**src/rtl/utt_pkg.sv**
```systemverilog
// Package for the UTF-16/UTF-32 to UTF-8 transcoder.
// Holds the mode and status codes, the record kinds and the record type
// that travels from the front end through the queue to the back end.
package utt_pkg;

    // Byte order / mode codes, as written to the configuration register
    localparam logic [2:0] MODE_PLAIN = 3'd0;
    localparam logic [2:0] MODE_UTF8  = 3'd1;
    localparam logic [2:0] MODE_U16LE = 3'd2;
    localparam logic [2:0] MODE_U16BE = 3'd3;
    localparam logic [2:0] MODE_U32LE = 3'd4;
    localparam logic [2:0] MODE_U32BE = 3'd5;

    // Result status codes
    localparam logic [1:0] ST_OK       = 2'd0;
    localparam logic [1:0] ST_BAD_LEAD = 2'd1;
    localparam logic [1:0] ST_TOO_BIG  = 2'd2;

    // Queue depth (power of two)
    localparam int QueueDepth = 4;
    localparam int QueuePtrW  = $clog2(QueueDepth);

    // What one queued record expands into
    typedef enum logic [2:0] {
        REC_PASS,   // one byte passed through, with its own end mark
        REC_BAD,    // invalid UTF-8 lead byte
        REC_BIG,    // code unit of 0x10000 or more
        REC_U1,     // code unit giving one UTF-8 byte
        REC_U2,     // code unit giving two UTF-8 bytes
        REC_U3      // code unit giving three UTF-8 bytes
    } rec_kind_t;

    typedef struct packed {
        rec_kind_t   kind;
        logic [15:0] data;      // passed byte in the low bits, or the code unit
        logic        last;      // end mark for a passed byte
    } rec_t;

endpackage

```
**src/rtl/utt_front.sv**
```systemverilog
// Front end of the transcoder: accepts raw bytes, gathers code units and
// classifies each character into a queue record. Holds the mode register.
// Depends on utt_pkg.
module utt_front
    import utt_pkg::*;
(
    input  logic       clk,
    input  logic       rst_n,
    input  logic       cfg_we,
    input  logic [2:0] cfg_mode,
    output logic [2:0] mode,
    input  logic       in_valid,
    input  logic [7:0] in_byte,
    input  logic       queue_full,
    output logic       in_ready,
    output logic       push,
    output rec_t       push_rec
);

    logic [2:0]  mode_reg,  mode_next;
    logic [31:0] unit_reg,  unit_next;
    logic [2:0]  count_reg, count_next;
    logic [2:0]  left_reg,  left_next;

    logic        accept;
    logic        little;
    logic        wide;
    logic [31:0] unit_new;
    logic [2:0]  count_new;
    logic [2:0]  lead_len;

    // Character length from the top bits of a UTF-8 lead byte; zero if invalid
    function automatic logic [2:0] lead_length(input logic [7:0] b);
        logic [2:0] len;
        if ((b & 8'h80) == 8'h00)
            len = 3'd1;
        else if ((b & 8'he0) == 8'hc0)
            len = 3'd2;
        else if ((b & 8'hf0) == 8'he0)
            len = 3'd3;
        else if ((b & 8'hf8) == 8'hf0)
            len = 3'd4;
        else if ((b & 8'hfc) == 8'hf8)
            len = 3'd5;
        else if ((b & 8'hfe) == 8'hfc)
            len = 3'd6;
        else
            len = 3'd0;
        return len;
    endfunction

    assign in_ready = !queue_full;
    assign accept   = in_valid && in_ready;
    assign mode     = mode_reg;

    // Gathering of the next code unit in the configured byte order
    assign little    = (mode_reg == MODE_U16LE) || (mode_reg == MODE_U32LE);
    assign wide      = (mode_reg == MODE_U32LE) || (mode_reg == MODE_U32BE);
    assign unit_new  = little ? (unit_reg | ({24'd0, in_byte} << {count_reg[1:0], 3'b000}))
                              : {unit_reg[23:0], in_byte};
    assign count_new = count_reg + 3'd1;
    assign lead_len  = lead_length(in_byte);

    // Next state and the record pushed for each accepted byte
    always_comb
    begin
        mode_next     = mode_reg;
        unit_next     = unit_reg;
        count_next    = count_reg;
        left_next     = left_reg;
        push          = 1'b0;
        push_rec.kind = REC_PASS;
        push_rec.data = {8'd0, in_byte};
        push_rec.last = 1'b1;

        if (cfg_we)
        begin
            mode_next  = cfg_mode;
            unit_next  = '0;
            count_next = '0;
            left_next  = '0;
        end
        else if (accept)
        begin
            case (mode_reg)
                MODE_UTF8:
                begin
                    push = 1'b1;
                    if (left_reg != 3'd0)
                    begin
                        left_next     = left_reg - 3'd1;
                        push_rec.last = (left_reg == 3'd1);
                    end
                    else if (lead_len == 3'd0)
                    begin
                        push_rec.kind = REC_BAD;
                    end
                    else
                    begin
                        left_next     = lead_len - 3'd1;
                        push_rec.last = (lead_len == 3'd1);
                    end
                end
                MODE_U16LE, MODE_U16BE, MODE_U32LE, MODE_U32BE:
                begin
                    if (count_new == (wide ? 3'd4 : 3'd2))
                    begin
                        push          = 1'b1;
                        unit_next     = '0;
                        count_next    = '0;
                        push_rec.data = unit_new[15:0];
                        if (unit_new[31:16] != 16'd0)
                            push_rec.kind = REC_BIG;
                        else if (unit_new[15:7] == 9'd0)
                            push_rec.kind = REC_U1;
                        else if (unit_new[15:11] == 5'd0)
                            push_rec.kind = REC_U2;
                        else
                            push_rec.kind = REC_U3;
                    end
                    else
                    begin
                        unit_next  = unit_new;
                        count_next = count_new;
                    end
                end
                default:
                begin
                    push = 1'b1;
                end
            endcase
        end
    end

    // State registers
    always_ff @(posedge clk or negedge rst_n)
    begin
        if (!rst_n)
        begin
            mode_reg  <= MODE_PLAIN;
            unit_reg  <= '0;
            count_reg <= '0;
            left_reg  <= '0;
        end
        else
        begin
            mode_reg  <= mode_next;
            unit_reg  <= unit_next;
            count_reg <= count_next;
            left_reg  <= left_next;
        end
    end

endmodule

```
**src/rtl/utt_queue.sv**
```systemverilog
// Short record queue between the front end and the back end of the
// transcoder, so that each side stalls on its own. Depends on utt_pkg.
module utt_queue
    import utt_pkg::*;
(
    input  logic clk,
    input  logic rst_n,
    input  logic push,
    input  rec_t push_rec,
    input  logic pop,
    output rec_t head_rec,
    output logic empty,
    output logic full
);

    rec_t                 entry_reg [QueueDepth];
    logic [QueuePtrW-1:0] wr_ptr_reg, wr_ptr_next;
    logic [QueuePtrW-1:0] rd_ptr_reg, rd_ptr_next;
    logic [QueuePtrW:0]   fill_reg,   fill_next;
    logic                 do_push;
    logic                 do_pop;

    assign empty    = (fill_reg == '0);
    assign full     = (fill_reg == QueueDepth[QueuePtrW:0]);
    assign do_push  = push && !full;
    assign do_pop   = pop && !empty;
    assign head_rec = entry_reg[rd_ptr_reg];

    // Pointer and fill count update
    always_comb
    begin
        wr_ptr_next = do_push ? wr_ptr_reg + 1'b1 : wr_ptr_reg;
        rd_ptr_next = do_pop  ? rd_ptr_reg + 1'b1 : rd_ptr_reg;
        fill_next   = fill_reg;
        if (do_push && !do_pop)
            fill_next = fill_reg + 1'b1;
        else if (do_pop && !do_push)
            fill_next = fill_reg - 1'b1;
    end

    always_ff @(posedge clk or negedge rst_n)
    begin
        if (!rst_n)
        begin
            wr_ptr_reg <= '0;
            rd_ptr_reg <= '0;
            fill_reg   <= '0;
        end
        else
        begin
            wr_ptr_reg <= wr_ptr_next;
            rd_ptr_reg <= rd_ptr_next;
            fill_reg   <= fill_next;
        end
    end

    // Storage, no reset needed
    always_ff @(posedge clk)
    begin
        if (do_push)
            entry_reg[wr_ptr_reg] <= push_rec;
    end

endmodule

```
**src/rtl/utt_back.sv**
```systemverilog
// Back end of the transcoder: expands each queued record into one to three
// UTF-8 bytes and holds them in an output register. Depends on utt_pkg.
module utt_back
    import utt_pkg::*;
(
    input  logic       clk,
    input  logic       rst_n,
    input  rec_t       head_rec,
    input  logic       queue_empty,
    output logic       pop,
    output logic       out_valid,
    input  logic       out_ready,
    output logic [7:0] out_byte,
    output logic       out_last,
    output logic [1:0] out_status
);

    logic       valid_reg,  valid_next;
    logic [7:0] byte_reg,   byte_next;
    logic       last_reg,   last_next;
    logic [1:0] status_reg, status_next;
    logic [1:0] idx_reg,    idx_next;

    logic       load;
    logic [7:0] gen_byte;
    logic       gen_last;
    logic       gen_done;
    logic [1:0] gen_status;
    logic [15:0] v;

    assign v    = head_rec.data;
    assign load = !queue_empty && (!valid_reg || out_ready);

    // Byte number idx_reg of the head record; gen_done marks its final byte
    always_comb
    begin
        gen_byte   = 8'd0;
        gen_last   = 1'b1;
        gen_done   = 1'b1;
        gen_status = ST_OK;
        unique case (head_rec.kind)
            REC_PASS:
            begin
                gen_byte = v[7:0];
                gen_last = head_rec.last;
            end
            REC_BAD:
            begin
                gen_status = ST_BAD_LEAD;
            end
            REC_BIG:
            begin
                gen_status = ST_TOO_BIG;
            end
            REC_U1:
            begin
                gen_byte = {1'b0, v[6:0]};
            end
            REC_U2:
            begin
                if (idx_reg == 2'd0)
                begin
                    gen_byte = {3'b110, v[10:6]};
                    gen_last = 1'b0;
                    gen_done = 1'b0;
                end
                else
                    gen_byte = {2'b10, v[5:0]};
            end
            REC_U3:
            begin
                if (idx_reg == 2'd0)
                begin
                    gen_byte = {4'b1110, v[15:12]};
                    gen_last = 1'b0;
                    gen_done = 1'b0;
                end
                else if (idx_reg == 2'd1)
                begin
                    gen_byte = {2'b10, v[11:6]};
                    gen_last = 1'b0;
                    gen_done = 1'b0;
                end
                else
                    gen_byte = {2'b10, v[5:0]};
            end
            default:
            begin
                gen_byte = 8'd0;
            end
        endcase
    end

    // Output register load and record stepping; the final byte pops the record
    always_comb
    begin
        valid_next  = valid_reg;
        byte_next   = byte_reg;
        last_next   = last_reg;
        status_next = status_reg;
        idx_next    = idx_reg;
        pop         = 1'b0;
        if (valid_reg && out_ready)
            valid_next = 1'b0;
        if (load)
        begin
            valid_next  = 1'b1;
            byte_next   = gen_byte;
            last_next   = gen_last;
            status_next = gen_status;
            if (gen_done)
            begin
                pop      = 1'b1;
                idx_next = 2'd0;
            end
            else
                idx_next = idx_reg + 2'd1;
        end
    end

    always_ff @(posedge clk or negedge rst_n)
    begin
        if (!rst_n)
        begin
            valid_reg <= 1'b0;
            idx_reg   <= 2'd0;
        end
        else
        begin
            valid_reg <= valid_next;
            idx_reg   <= idx_next;
        end
    end

    always_ff @(posedge clk)
    begin
        byte_reg   <= byte_next;
        last_reg   <= last_next;
        status_reg <= status_next;
    end

    assign out_valid  = valid_reg;
    assign out_byte   = byte_reg;
    assign out_last   = last_reg;
    assign out_status = status_reg;

endmodule

```
**src/rtl/utf16_utf32_to_utf8_transcoder_unit.sv**
```systemverilog
// Top level of the UTF-16/UTF-32 to UTF-8 transcoder.
// Instantiates utt_front, utt_queue and utt_back; depends on utt_pkg.
//
// Usage:
//   Raw text bytes enter on the s_axis channel, one byte per word. UTF-8
//   bytes leave on the m_axis channel: tdata is the byte, tlast marks the
//   last byte of a character, tuser is the status (0 ok, 1 invalid UTF-8
//   lead byte, 2 code unit of 0x10000 or more; tdata is zero on an error).
//   The byte order register at address 0 of the APB port selects plain,
//   UTF-8, UTF-16 LE/BE or UTF-32 LE/BE; writing it drops any partly
//   gathered character. Write it only while the block is idle.
//   A byte that completes a character is written into the record queue,
//   and its first output word is then loaded from the queue head into the
//   output register. The front end takes one input word per cycle while
//   the queue is not full; the output port gives one word per cycle while
//   the receiver is ready, so a unit that expands to three bytes gives three words.
//   The four-entry record queue between the two ends absorbs short bursts.
//   Reset clears the queue, the output register and all gathering state and
//   selects plain mode. When the receiver stalls, the output word holds,
//   the queue fills and s_axis_tready drops once it is full.
module utf16_utf32_to_utf8_transcoder_unit
    import utt_pkg::*;
(
    input  logic        clk,
    input  logic        rst_n,
    // APB configuration port
    input  logic        psel,
    input  logic        penable,
    input  logic        pwrite,
    input  logic [2:0]  paddr,
    input  logic [31:0] pwdata,
    output logic [31:0] prdata,
    output logic        pready,
    // Input stream
    input  logic        s_axis_tvalid,
    output logic        s_axis_tready,
    input  logic [7:0]  s_axis_tdata,   // [7:0] in_byte
    // Output stream
    output logic        m_axis_tvalid,
    input  logic        m_axis_tready,
    output logic [7:0]  m_axis_tdata,   // [7:0] out_byte
    output logic        m_axis_tlast,
    output logic [1:0]  m_axis_tuser    // [1:0] status
);

    logic       cfg_we;
    logic [2:0] mode;
    logic       push;
    rec_t       push_rec;
    logic       pop;
    rec_t       head_rec;
    logic       queue_empty;
    logic       queue_full;

    // Register decode: only the byte order register, at any address with paddr[2] low
    assign pready = 1'b1;
    assign cfg_we = psel && penable && pwrite && pready && (paddr[2] == 1'b0);
    assign prdata = (paddr[2] == 1'b0) ? {29'd0, mode} : 32'd0;

    utt_front u_front (
        .clk        (clk),
        .rst_n      (rst_n),
        .cfg_we     (cfg_we),
        .cfg_mode   (pwdata[2:0]),
        .mode       (mode),
        .in_valid   (s_axis_tvalid),
        .in_byte    (s_axis_tdata),
        .queue_full (queue_full),
        .in_ready   (s_axis_tready),
        .push       (push),
        .push_rec   (push_rec)
    );

    utt_queue u_queue (
        .clk      (clk),
        .rst_n    (rst_n),
        .push     (push),
        .push_rec (push_rec),
        .pop      (pop),
        .head_rec (head_rec),
        .empty    (queue_empty),
        .full     (queue_full)
    );

    utt_back u_back (
        .clk         (clk),
        .rst_n       (rst_n),
        .head_rec    (head_rec),
        .queue_empty (queue_empty),
        .pop         (pop),
        .out_valid   (m_axis_tvalid),
        .out_ready   (m_axis_tready),
        .out_byte    (m_axis_tdata),
        .out_last    (m_axis_tlast),
        .out_status  (m_axis_tuser)
    );

endmodule

```
**config.mk**
```make
export PLATFORM = sky130hd
export DESIGN_NAME = utf16_utf32_to_utf8_transcoder_unit
export DESIGN_NICKNAME = d
export VERILOG_FILES = /design/src/rtl/utt_pkg.sv /design/src/rtl/utt_front.sv /design/src/rtl/utt_queue.sv /design/src/rtl/utt_back.sv /design/src/rtl/utf16_utf32_to_utf8_transcoder_unit.sv
export SDC_FILE = /design/constraint.sdc
export NUM_CORES = 1
export LEC_CHECK = 0
export BUFFER_PORTS_ARGS = -buffer_cell sky130_fd_sc_hd__buf_4
export CAP_MARGIN = 30
export CORE_UTILIZATION = 45
export DETAILED_ROUTE_END_ITERATION = 8
export PLACE_DENSITY = 0.71
export SYNTH_ARGS = -nofsm -noshare
export SYNTH_HDL_FRONTEND = slang
export SYNTH_SLANG_ARGS = --single-unit
```
**constraint.sdc**
```tcl
create_clock -name clk -period 6.9 [get_ports clk]
set_input_delay 1.38 -clock clk [delete_from_list [all_inputs] [get_ports clk]]
set_output_delay 1.38 -clock clk [all_outputs]
set_load 0.01 [all_outputs]
```
# After elaboration in Yosys (flattened, before gate mapping)
# Memories as Yosys holds them, arrays and structs flattened.
# Index checks and enable logic that the tools add are counted.
# op_classes
n_addsub,8
eq_ne,21
shift,1
mux,58
bitwise_logic,2
reduce_logical,35
# ops
op,n
32-bit 2-to-1 mux,5
3-bit 2-to-1 mux,22
20-bit 2-to-1 mux,2
32-bit OR,1
8-bit case mux with 4 select lines,1
8-bit by 5-bit left shift with 32-bit output,1
19-bit 2-to-1 mux,1
3-bit == test (second input constant),6
1-bit 2-to-1 mux,18
16-bit 2-to-1 mux,1
16-bit nonzero test,1
3-bit by 1-bit == test with 1-bit output (second input constant),4
3-bit by 2-bit == test with 1-bit output (second input constant),4
1-bit logical AND,10
2-bit nonzero test,5
3-bit zero test,3
9-bit zero test,1
3-bit by 1-bit subtractor with 3-bit output (second input constant),3
8-bit zero test,1
8-bit 2-to-1 mux,1
7-bit == test (second input constant),1
7-bit 2-to-1 mux,1
2-bit by 1-bit adder with 2-bit output (second input constant),3
3-bit by 1-bit adder with 3-bit output (second input constant),2
other kinds (21),27
# word_totals
reg_bits,62
mem_bits_rw,80
input_bits,50
out_inout_bits,46
elab_cells,138
mem_count,1
# mem_list
memory,depth,width,rd,rd_ports_with_merged_regs,wr,line_no,text
u_queue.entry_reg,4,20,1,0,1,utt_queue.sv:16,rec_t entry_reg [QueueDepth];

# Logic depth before layout (Yosys ltp)
# Gate-level depths: netlist (run 1).
# depth
ltp_word,13
mapped_depth,11
ltp_nobuf,11

# By module
# From an unflattened synthesis (run 1), not the netlist that was laid out.
# unflattened
cells_unflattened,570
hier_area_um2,7287.0
# modules_own_cells
module,n_inst,cells_per_inst,area_each_um2,seq_area_each_um2
utt_queue,1,140,3384.5,2577.5
utt_front,1,317,2762.6,1026.0
utt_back,1,77,870.8,405.4
utf16_utf32_to_utf8_transcoder_unit,1,36,269.0,0.0

# Worst setup path after synthesis (run 1)
# Ideal clock, no wire load.
# synth_path
kind,input -> register
start,input port m_axis_tready
end,register u_queue.fill_reg[1]
setup_time_ns,0.125
t_arrival_ns,3.406
t_required_ns,6.775
setup_slack_ns,3.369
path_stages,7
n_path_buf,0
cell_sequence,inv_1 > a21oi_1 > nand2_1 > ha_1 > inv_1 > fa_1 > mux2_2
# synth_via
elab_chain_cells,7
elab_cells_between_ends,9
cone_classes,mux (2); reduce/logical (7)
# synth_lines
item,line_no,text
"start, declared",utf16_utf32_to_utf8_transcoder_unit.sv:40,"input logic m_axis_tready,"
1-bit logical OR,utt_back.sv:32,assign load = !queue_empty && (!valid_reg || out_ready);
1-bit logical AND,utt_back.sv:32,
net u_back.load,utt_back.sv:24,logic load;
1-bit 2-to-1 mux,utt_back.sv:105,if (load)
1-bit logical AND,utt_queue.sv:26,assign do_pop = pop && !empty;
1-bit zero test,utt_queue.sv:35,if (do_push && !do_pop)
1-bit logical AND,utt_queue.sv:35,
3-bit 2-to-1 mux,utt_queue.sv:35,
net u_queue.fill_next[1],utt_queue.sv:19,"logic [QueuePtrW:0] fill_reg, fill_next;"
"end signal, assigned",utt_queue.sv:53,fill_reg <= fill_next;
"end, declared",utt_queue.sv:19,
# The timed path passes the listed nets, and every way through them passes these cells.
# A chain may end at the register's enable or synchronous reset.

# Final worst setup path (run 1)
# layout_path
start,register u_queue.rd_ptr_reg[1]
end,register u_queue.fill_reg[2]
# layout_via
elab_chain_cells,9
elab_cells_between_ends,12
cone_classes,eq/ne (2); mux (4); reduce/logical (5); memory (1)
# layout_lines
item,line_no,text
"start, declared",utt_queue.sv:18,"logic [QueuePtrW-1:0] rd_ptr_reg, rd_ptr_next;"
"start signal, assigned",utt_queue.sv:52,rd_ptr_reg <= rd_ptr_next;
memory read 4 x 20 bit *,n/a,
3-bit == test,utt_back.sv:41,unique case (head_rec.kind)
1-bit case mux with 2 select lines *,utt_back.sv:41,
1-bit 2-to-1 mux *,utt_back.sv:111,if (gen_done)
1-bit 2-to-1 mux *,utt_back.sv:105,
1-bit logical AND *,utt_queue.sv:26,
1-bit zero test,utt_queue.sv:35,
1-bit logical AND,utt_queue.sv:35,
3-bit 2-to-1 mux / 2-bit nonzero test (equally long branches),n/a,
# Mark *: on every way between the ends. The rest lies on a longest branch, timed or not.

==> impl_results.md, run 1 <==
- Status: finished, final reports clean
- Area leader, netlist: edfxtp_1
- DRC violations left: 0
- Number of distinct library cells after synthesis: 61
- Final worst slack: 3.40 ns
- Fin. max-slew vios: 0
- Slew @ Worst Pin: 1.01 ns
- Core ar.: 15,300 um^2
- Remaining global-route overflow: 0
- Die footprint: 16,300 um^2
- Mapped Area: 7120 um^2
- RSZ-0062 raised after global routing: no
- Ports: 96
- Pre-CTS setup slack: 3.11 ns
- Hold Fails Final Rpt: 0
- Post-CTS Hold Buffers: 0
- WL final: 14,800 um
- Yosys Warn Count: 0
- Min Tclk post-route: 3.50 ns
- Critical Path RT: 7.25 ns
- Relative slew slack: 0.328
- Fin Setup TNS: 0 ns
- Initial core utilization: 0.465
- Critical Path AT: 3.85 ns
- Row count: 45
- Number of global-route vias before repair: 4,675
- Share of cells above drive strength 1: 0.166
- Reg clk slew, reported paths: 0.06 ns
- Setup violators final: 0
- Seq/Total Area, Yosys: 0.563
- TritonCTS clock tree: done
- Worst Skew: 0.00877 ns
- Syn Area/Cell: 12.1 um^2
- Ys async rst share: 0.359
- Ant. Diodes: 0
- Top Metal Used: met4
- Max FFs per register: 80
- # Post-CTS Setup Buffers: 0
- Max VDD drop: 0.000183 V
- Hold WC Path Type: reg -> reg
- Pwr dens: 436 nW/um^2
- Die height: 128 um
- Max Buffers Root-to-Sink: 2
- CP Class: reg -> reg
- Max Clk Rate: 0.286 GHz
- DR pass1 iterations: 5
- Dominant synthesized flop cell: edfxtp_1
- DR iter-0 viols: 366
- CTS Sinks: 142
- Layout Nets: 678
- Total power: 3.48 mW
- WL/cell: 17.8 um
- Area fraction of the dominant cell type after synthesis: 0.384
- Root Buffer: clkbuf_16
- Reg area: 4010 um^2
- CP startpoint kind: flop
- Antenna Nets Post-Route: 0
- Leakage: 3.12 nW
- Final Wtd Congestion: 0.875
- Worst-Skew Late Latency: 0.43 ns
- DIE WIDTH: 128 um
- EDFF count, synth: 91
- Layout Area Growth over Synthesis: 12.1%
- Synth area leaders: edfxtp_1 (38%), dfrtp_1 (18%), mux4_2 (6.3%), buf_4 (3.4%), ha_1 (2.6%)
- Via count: 4,747
- Multi-input gate area: 2760 um^2
- Largest net degree at the start of global routing: 52
- Filler cells: 1,300
- Synth Instances: 587
- Buffers on Ports: 34
- Yosys reg bits: 142
- Worst Setup End Kind: flop
- CTS Buf Count: 17
- Routed wl met2: 7520 um
- Max-Cap Viols: 0
- M1 WL: 6290 um
- Vias per inst: 5.68
- CTS H-tree depth: 4
- CP Max Fanout: 21
- First-pass GRT wire length: 24,100 um
- DR WL met3: 744 um
- Tcrit/Tclk final: 0.508
- Antenna violations before repair: 0
- GRT Total Usage: 0.197
- DP Wirelength: 9880 um
- Cts repair resizes: 0
kinds of logic after synthesis:
logic type,count (synthesis),synth area share
AO/OA/AOI/OAI,143,0.134
XOR/XNOR,10,0.0123
AND/OR/NAND/NOR,155,0.112
adder cells (fa/ha/maj),16,0.0292
multiplexers,34,0.0845
other,2,0.00106
buffers and inverters,85,0.0642
flip-flops,142,0.563
cell usage after synthesis, types with 14 or more instances:
cell type	instances
nand3_1	18
dfrtp_1	51
a22o_1	14
nand2_1	39
buf_4	32
ha_1	15
a21oi_1	34
inv_1	20
nor2_1	29
clkbuf_1	19
edfxtp_1	91
o21ai_0	23
mux4_2	20
critical path, stage by stage (launching register included):
cell and delay (ns):
dfrtp_1 0.98, mux4_2 0.52, nor2b_1 0.46, nand2b_1 0.21, nand2_1 0.18, ha_1 0.20, inv_1 0.06, fa_1 0.37
xor2_1 0.17, nor2_1 0.11, xor2_1 0.16
area by class of cell:
cell class | instances | share of cell area
well taps | 211 | 0.0331
repair buffers | 42 | 0.0442
multi-input cells | 388 | 0.346
flip-flops and latches | 142 | 0.503
inverters | 21 | 0.00988
clock inverters | 11 | 0.00894
clock buffers | 21 | 0.0552
metal layers:
metal	track usage	up-vias
met3	0.0509	24
met1	0.237	2389
met2	0.334	148
met5	0	-
li1	-	2186
met4	0.0900	0
per-stage QoR:
step	instances	hold slack (ns)	util	instance area, um^2
after floorplan	615	0.450	-	7220
after CTS	836	0.480	0.521	7980
after global routing	836	0.484	0.521	7980
after detailed placement	804	0.467	0.487	7460
final	836	0.481	0.521	7980
after global placement	799	0.461	0.483	7390
worst paths after layout:
path,endpoint,slack [ns],depth (start not counted),start
setup / recovery,u_queue.fill_reg[2],3.40,10,u_queue.rd_ptr_reg[1]
hold / removal,u_front.unit_reg[26],0.48,1,u_front.unit_reg[26]
setup reg to reg,u_queue.fill_reg[2],3.40,10,u_queue.rd_ptr_reg[1]
hold reg to reg,u_front.unit_reg[26],0.48,1,u_front.unit_reg[26]
max in group asynchronous,u_back.out_valid,5.44,1,rst_n
min in group asynchronous,u_front.unit_reg[18],1.00,1,rst_n
cell usage in the layout, fill, tap and decap left out, types with 4 or more instances in the layout:
master	netlist	layout
o21ai_1	6	6
and3_1	4	4
nor2b_1	8	8
clkbuf_1	19	4
nand3_1	18	18
nor3b_1	6	6
and2_0	6	6
a211oi_1	10	10
dfrtp_1	51	51
nor2_1	29	28
and2_1	6	6
clkinv_4	0	4
xnor2_1	7	7
mux4_2	20	20
a31oi_1	10	10
mux2_2	9	9
nand2_1	39	39
clkinv_2	0	4
a22o_1	14	14
or4_1	4	4
nand4b_1	4	4
o21ai_0	23	23
nand4_1	5	5
buf_4	32	37
a21oi_1	34	34
buf_8	0	5
o211ai_1	6	6
o2bb2ai_1	9	9
conb_1	2	30
mux2i_1	5	5
clkbuf_16	0	17
nor3_1	11	11
ha_1	15	15
inv_1	20	20
edfxtp_1	91	91
a21o_1	12	12
power by group:
group | switching, mW | total (mW) | internal (mW)
sequential | 0.193 | 1.37 | 1.18
clock | 0.339 | 0.794 | 0.455
combinational | 0.735 | 1.32 | 0.583
total | 1.27 | 3.48 | 2.21
Power figures use the tool's default switching activity.
==> run 2, diff against run 1 <==
--- a/config.mk
+++ b/config.mk
@@ -5,11 +5,12 @@
 export SDC_FILE = /design/constraint.sdc
 export NUM_CORES = 1
 export LEC_CHECK = 0
+export ABC_AREA = 1
 export BUFFER_PORTS_ARGS = -buffer_cell sky130_fd_sc_hd__buf_4
 export CAP_MARGIN = 30
 export CORE_UTILIZATION = 45
 export DETAILED_ROUTE_END_ITERATION = 8
-export PLACE_DENSITY = 0.71
+export PLACE_DENSITY = 0.73
 export SYNTH_ARGS = -nofsm -noshare
 export SYNTH_HDL_FRONTEND = slang
 export SYNTH_SLANG_ARGS = --single-unit
==> constraint.sdc (replaced) <==
create_clock -name clk -period 3.21 [get_ports clk]
set_input_delay 0.642 -clock clk [delete_from_list [all_inputs] [get_ports clk]]
set_output_delay 0.642 -clock clk [all_outputs]
set_load 0.01 [all_outputs]
==> impl_results.md, run 2 <==
- DR pass1 iterations: 7 (was 5)
- DP Wirelength: 9690 um (was 9880 um)
- Via count: 5,348 (was 4,747)
- Min Tclk post-route: 2.90 ns (was 3.50 ns)
- Most common cell after layout, fill and taps aside: nand2_1 (was edfxtp_1)
- DRC violations left: 1 (was 0)
- CP Max Fanout: 24 (was 21)
- Root Buffer: clkbuf_16 (unchanged)
- XOR/XNOR Fraction of Synth Area: 0.00722 (was 0.0123)
- Ys async rst share: 0.359 (unchanged)
- CTS H-tree depth: 4 (unchanged)
- Remaining global-route overflow: 0 (unchanged)
- Simple-Gate Fraction of Synth Area: 0.182 (was 0.112)
- Hold Fails Final Rpt: 0 (unchanged)
- Fin. max-slew vios: 0 (unchanged)
- CP Class: reg -> reg (unchanged)
- Worst setup path start: u_queue.rd_ptr_reg[0] (was u_queue.rd_ptr_reg[1])
- CTS Sinks: 142 (unchanged)
- Post-synthesis adder-cell area fraction: 0.0285 (was 0.0292)
- Setup violators final: 0 (unchanged)
- Ant. Diodes: 0 (unchanged)
- Buffers on Ports: 34 (unchanged)
- CP startpoint kind: flop (unchanged)
- Cell mode on critical path: nand2_4 (was xor2_1)
- Most common cell in the synthesized netlist: nand2_1 (was edfxtp_1)
- Reg clk slew, reported paths: 0.06 ns (about the same)
- Yosys reg bits: 142 (unchanged)
- Area leader, netlist: edfxtp_1 (unchanged)
- Die footprint: 16,700 um^2 (was 16,300 um^2)
- Relative slew slack: 0.525 (was 0.328)
- CP cell instances: inv_4, nand2_1, nand3_1, nand2_2, inv_2, nor3_4, nand2_4, nand3_4, nand2_4, ha_1, inv_1, fa_1, mux2_2 (was mux4_2, nor2b_1, nand2b_1, nand2_1, ha_1, inv_1, fa_1, xor2_1, nor2_1, xor2_1)
- Antenna Nets Post-Route: 0 (unchanged)
- Hold WC Path Type: in -> async (was reg -> reg)
- Synth Instances: 782 (was 587)
- CP max stage delay: 0.60 ns (was 0.98 ns)
- Worst-Skew Late Latency: 0.42 ns (was 0.43 ns)
- Status: finished with violations (was finished, final reports clean)
- Number of distinct library cells after synthesis: 44 (was 61)
- Filler cells: 1,414 (was 1,300)
- Worst r2r dst: u_queue.fill_reg[1] (was u_queue.fill_reg[2])
- Yosys Warn Count: 0 (unchanged)
- DIE WIDTH: 129 um (was 128 um)
- CTS Buf Count: 17 (unchanged)
- Max Clk Rate: 0.345 GHz (was 0.286 GHz)
- Seq/Total Area, Yosys: 0.551 (was 0.563)
- Critical Path RT: 3.52 ns (was 7.25 ns)
- Post-synthesis compound-gate area fraction: 0.126 (was 0.134)
- Cts repair resizes: 0 (unchanged)
- Leakage: 3.61 nW (was 3.12 nW)
- Row count: 46 (was 45)
- Area fraction of the dominant cell type after synthesis: 0.375 (was 0.384)
- EDFF count, synth: 91 (unchanged)
- Synth area leaders: edfxtp_1 (38%), dfrtp_1 (18%), nand2_1 (7.5%), o21ai_0 (5.2%), inv_1 (3.8%) (was edfxtp_1 (38%), dfrtp_1 (18%), mux4_2 (6.3%), buf_4 (3.4%), ha_1 (2.6%))
- Post-CTS Hold Buffers: 0 (unchanged)
- Slew @ Worst Pin: 0.712 ns (was 1.01 ns)
- R2R depth: 13 (was 10)
- RSZ-0062 raised after global routing: no (unchanged)
- Number of global-route vias before repair: 5,080 (was 4,675)
- Max FFs per register: 80 (unchanged)
- Max Buffers Root-to-Sink: 2 (unchanged)
- Failing checks: design-rule violations
- DR iter-0 viols: 407 (was 366)
- Layout Area Growth over Synthesis: 14.2% (was 12.1%)
- Final Wtd Congestion: 0.906 (was 0.875)
- Ports: 96 (unchanged)
- WL/cell: 14.3 um (was 17.8 um)
- Crit-path slowest cell: dfrtp_1 (unchanged)
- Pwr dens: 1010 nW/um^2 (was 436 nW/um^2)
- Tcrit/Tclk final: 0.904 (was 0.508)
- Dominant synthesized flop cell: edfxtp_1 (unchanged)
- Vias per inst: 5.11 (was 5.68)
- Max-Cap Viols: 0 (unchanged)
- Worst Skew: 0.00811 ns (was 0.00877 ns)
- Critical Path AT: 3.21 ns (was 3.85 ns)
- Fin Setup TNS: 0 ns (unchanged)
- Die height: 129 um (was 128 um)
- Origin of the critical flop-to-flop path: u_queue.rd_ptr_reg[0] (was u_queue.rd_ptr_reg[1])
- First-pass GRT wire length: 24,800 um (was 24,100 um)
- Dpl cells: 1,015 (was 804)
- Main combinational cell family by area after synthesis: simple AND/OR/NAND/NOR gates (was compound AO/OA/AOI/OAI gates)
- Core ar.: 15,800 um^2 (was 15,300 um^2)
- # Post-CTS Setup Buffers: 0 (unchanged)
- Core Util, Final: 0.525 (was 0.521)
- Initial core utilization: 0.460 (was 0.465)
- WL final: 15,000 um (was 14,800 um)
- Max VDD drop: 0.000502 V (was 0.000183 V)
- GRT Total Usage: 0.195 (was 0.197)
- Flop-to-flop setup slack: 0.31 ns (was 3.40 ns)
- TritonCTS clock tree: done (unchanged)
- Post-route insts no fill: 1,047 (was 836)
- Antenna violations before repair: 0 (unchanged)
- Mapped Area: 7280 um^2 (was 7120 um^2)
- Share of cells above drive strength 1: 0.137 (was 0.166)
- Largest net degree at the start of global routing: 52 (unchanged)
- Mux contribution to synthesized area: 0.00155 (was 0.0845)
- Top cell types by occurrence after synthesis: nand2_1 (146), edfxtp_1 (91), o21ai_0 (75), inv_1 (74), nor2_1 (74) (was edfxtp_1 (91), dfrtp_1 (51), nand2_1 (39), a21oi_1 (34), buf_4 (32))
- Layout Nets: 884 (was 678)
- Worst Setup End Kind: flop (unchanged)
- Commonest cells after routing, fill and taps aside: nand2_1 (146), edfxtp_1 (91), o21ai_0 (75), nor2_1 (74), inv_1 (74) (was edfxtp_1 (91), dfrtp_1 (51), nand2_1 (39), buf_4 (37), a21oi_1 (34))
- Syn Area/Cell: 9.31 um^2 (was 12.1 um^2)
[run 2: cell count changes in the layout (fill, tap and decap cells not counted), sizes merged, moves of 41 or more]
cell / change
nand2: +116
o21ai: +62
nor2: +48
nand3: +41
o22ai: +41
inv: +64
[run 2: cells by family after synthesis]
family,count (synthesis)
other,2
multiplexers,1
AO/OA/AOI/OAI,161
adder cells (fa/ha/maj),16
flip-flops,142
XOR/XNOR,6
buffers and inverters,152
AND/OR/NAND/NOR,302
[run 2: worst max-delay path: cells and delay by family, from the launching register on]
family | cells | cell delay (ns)
flops | 1 | 0.60
mux | 1 | 0.26
simple gates | 7 | 0.95
fa+ha+maj | 2 | 0.60
buf+inv | 3 | 0.36
[run 2: cell type report]
class                           count  area [um^2]  share of cell area
Clock inverter                     13          243              0.0292
Sequential cell                   142         4010               0.482
Timing Repair Buffer               55          413              0.0497
Clock buffer                       19          433              0.0521
Multi-Input combinational cell    516         2620               0.315
Inverter                           86          325              0.0391
Tap cell                          216          270              0.0325
[run 2: power by group]
group / switching (mW) / internal, mW / total (mW)
combinational: 2.21 / 1.18 / 3.39
sequential: 0.187 / 2.56 / 2.74
clock: 0.720 / 1.53 / 2.24
[run 2: routing by layer]
metal,GRT usage,vias up,routed length [um],part of all wire
li1,-,2665,-,-
met1,0.251,2495,6750,0.45
met2,0.322,169,7230,0.48
met3,0.0446,19,810,0.054
met4,0.0747,0,172,0.011
met5,0,-,0,0
[run 2: worst max-delay path by stage]
stage | endpoint | slack (ns)
after detailed placement | u_queue.fill_reg[1] | 0.33
after CTS | u_queue.fill_reg[1] | 0.30
after floorplan | u_queue.entry_reg[0][0] | 0.50
after global routing | u_queue.fill_reg[1] | 0.07
after global placement | u_queue.fill_reg[1] | 0.36
final | u_queue.fill_reg[1] | 0.31
[run 2: stage by stage]
stage	setup slack [ns]	power, mW	area, um^2	hold slack, ns
2_1_floorplan	0.498	5.31	7390	0.346
6_report	0.310	8.37	8320	0.258
4_1_cts	0.300	8.39	8320	0.301
3_5_place_dp	0.326	6.11	7640	0.506
3_3_place_gp	0.362	6.04	7640	0.491
5_1_grt	0.0714	8.98	8320	0.331
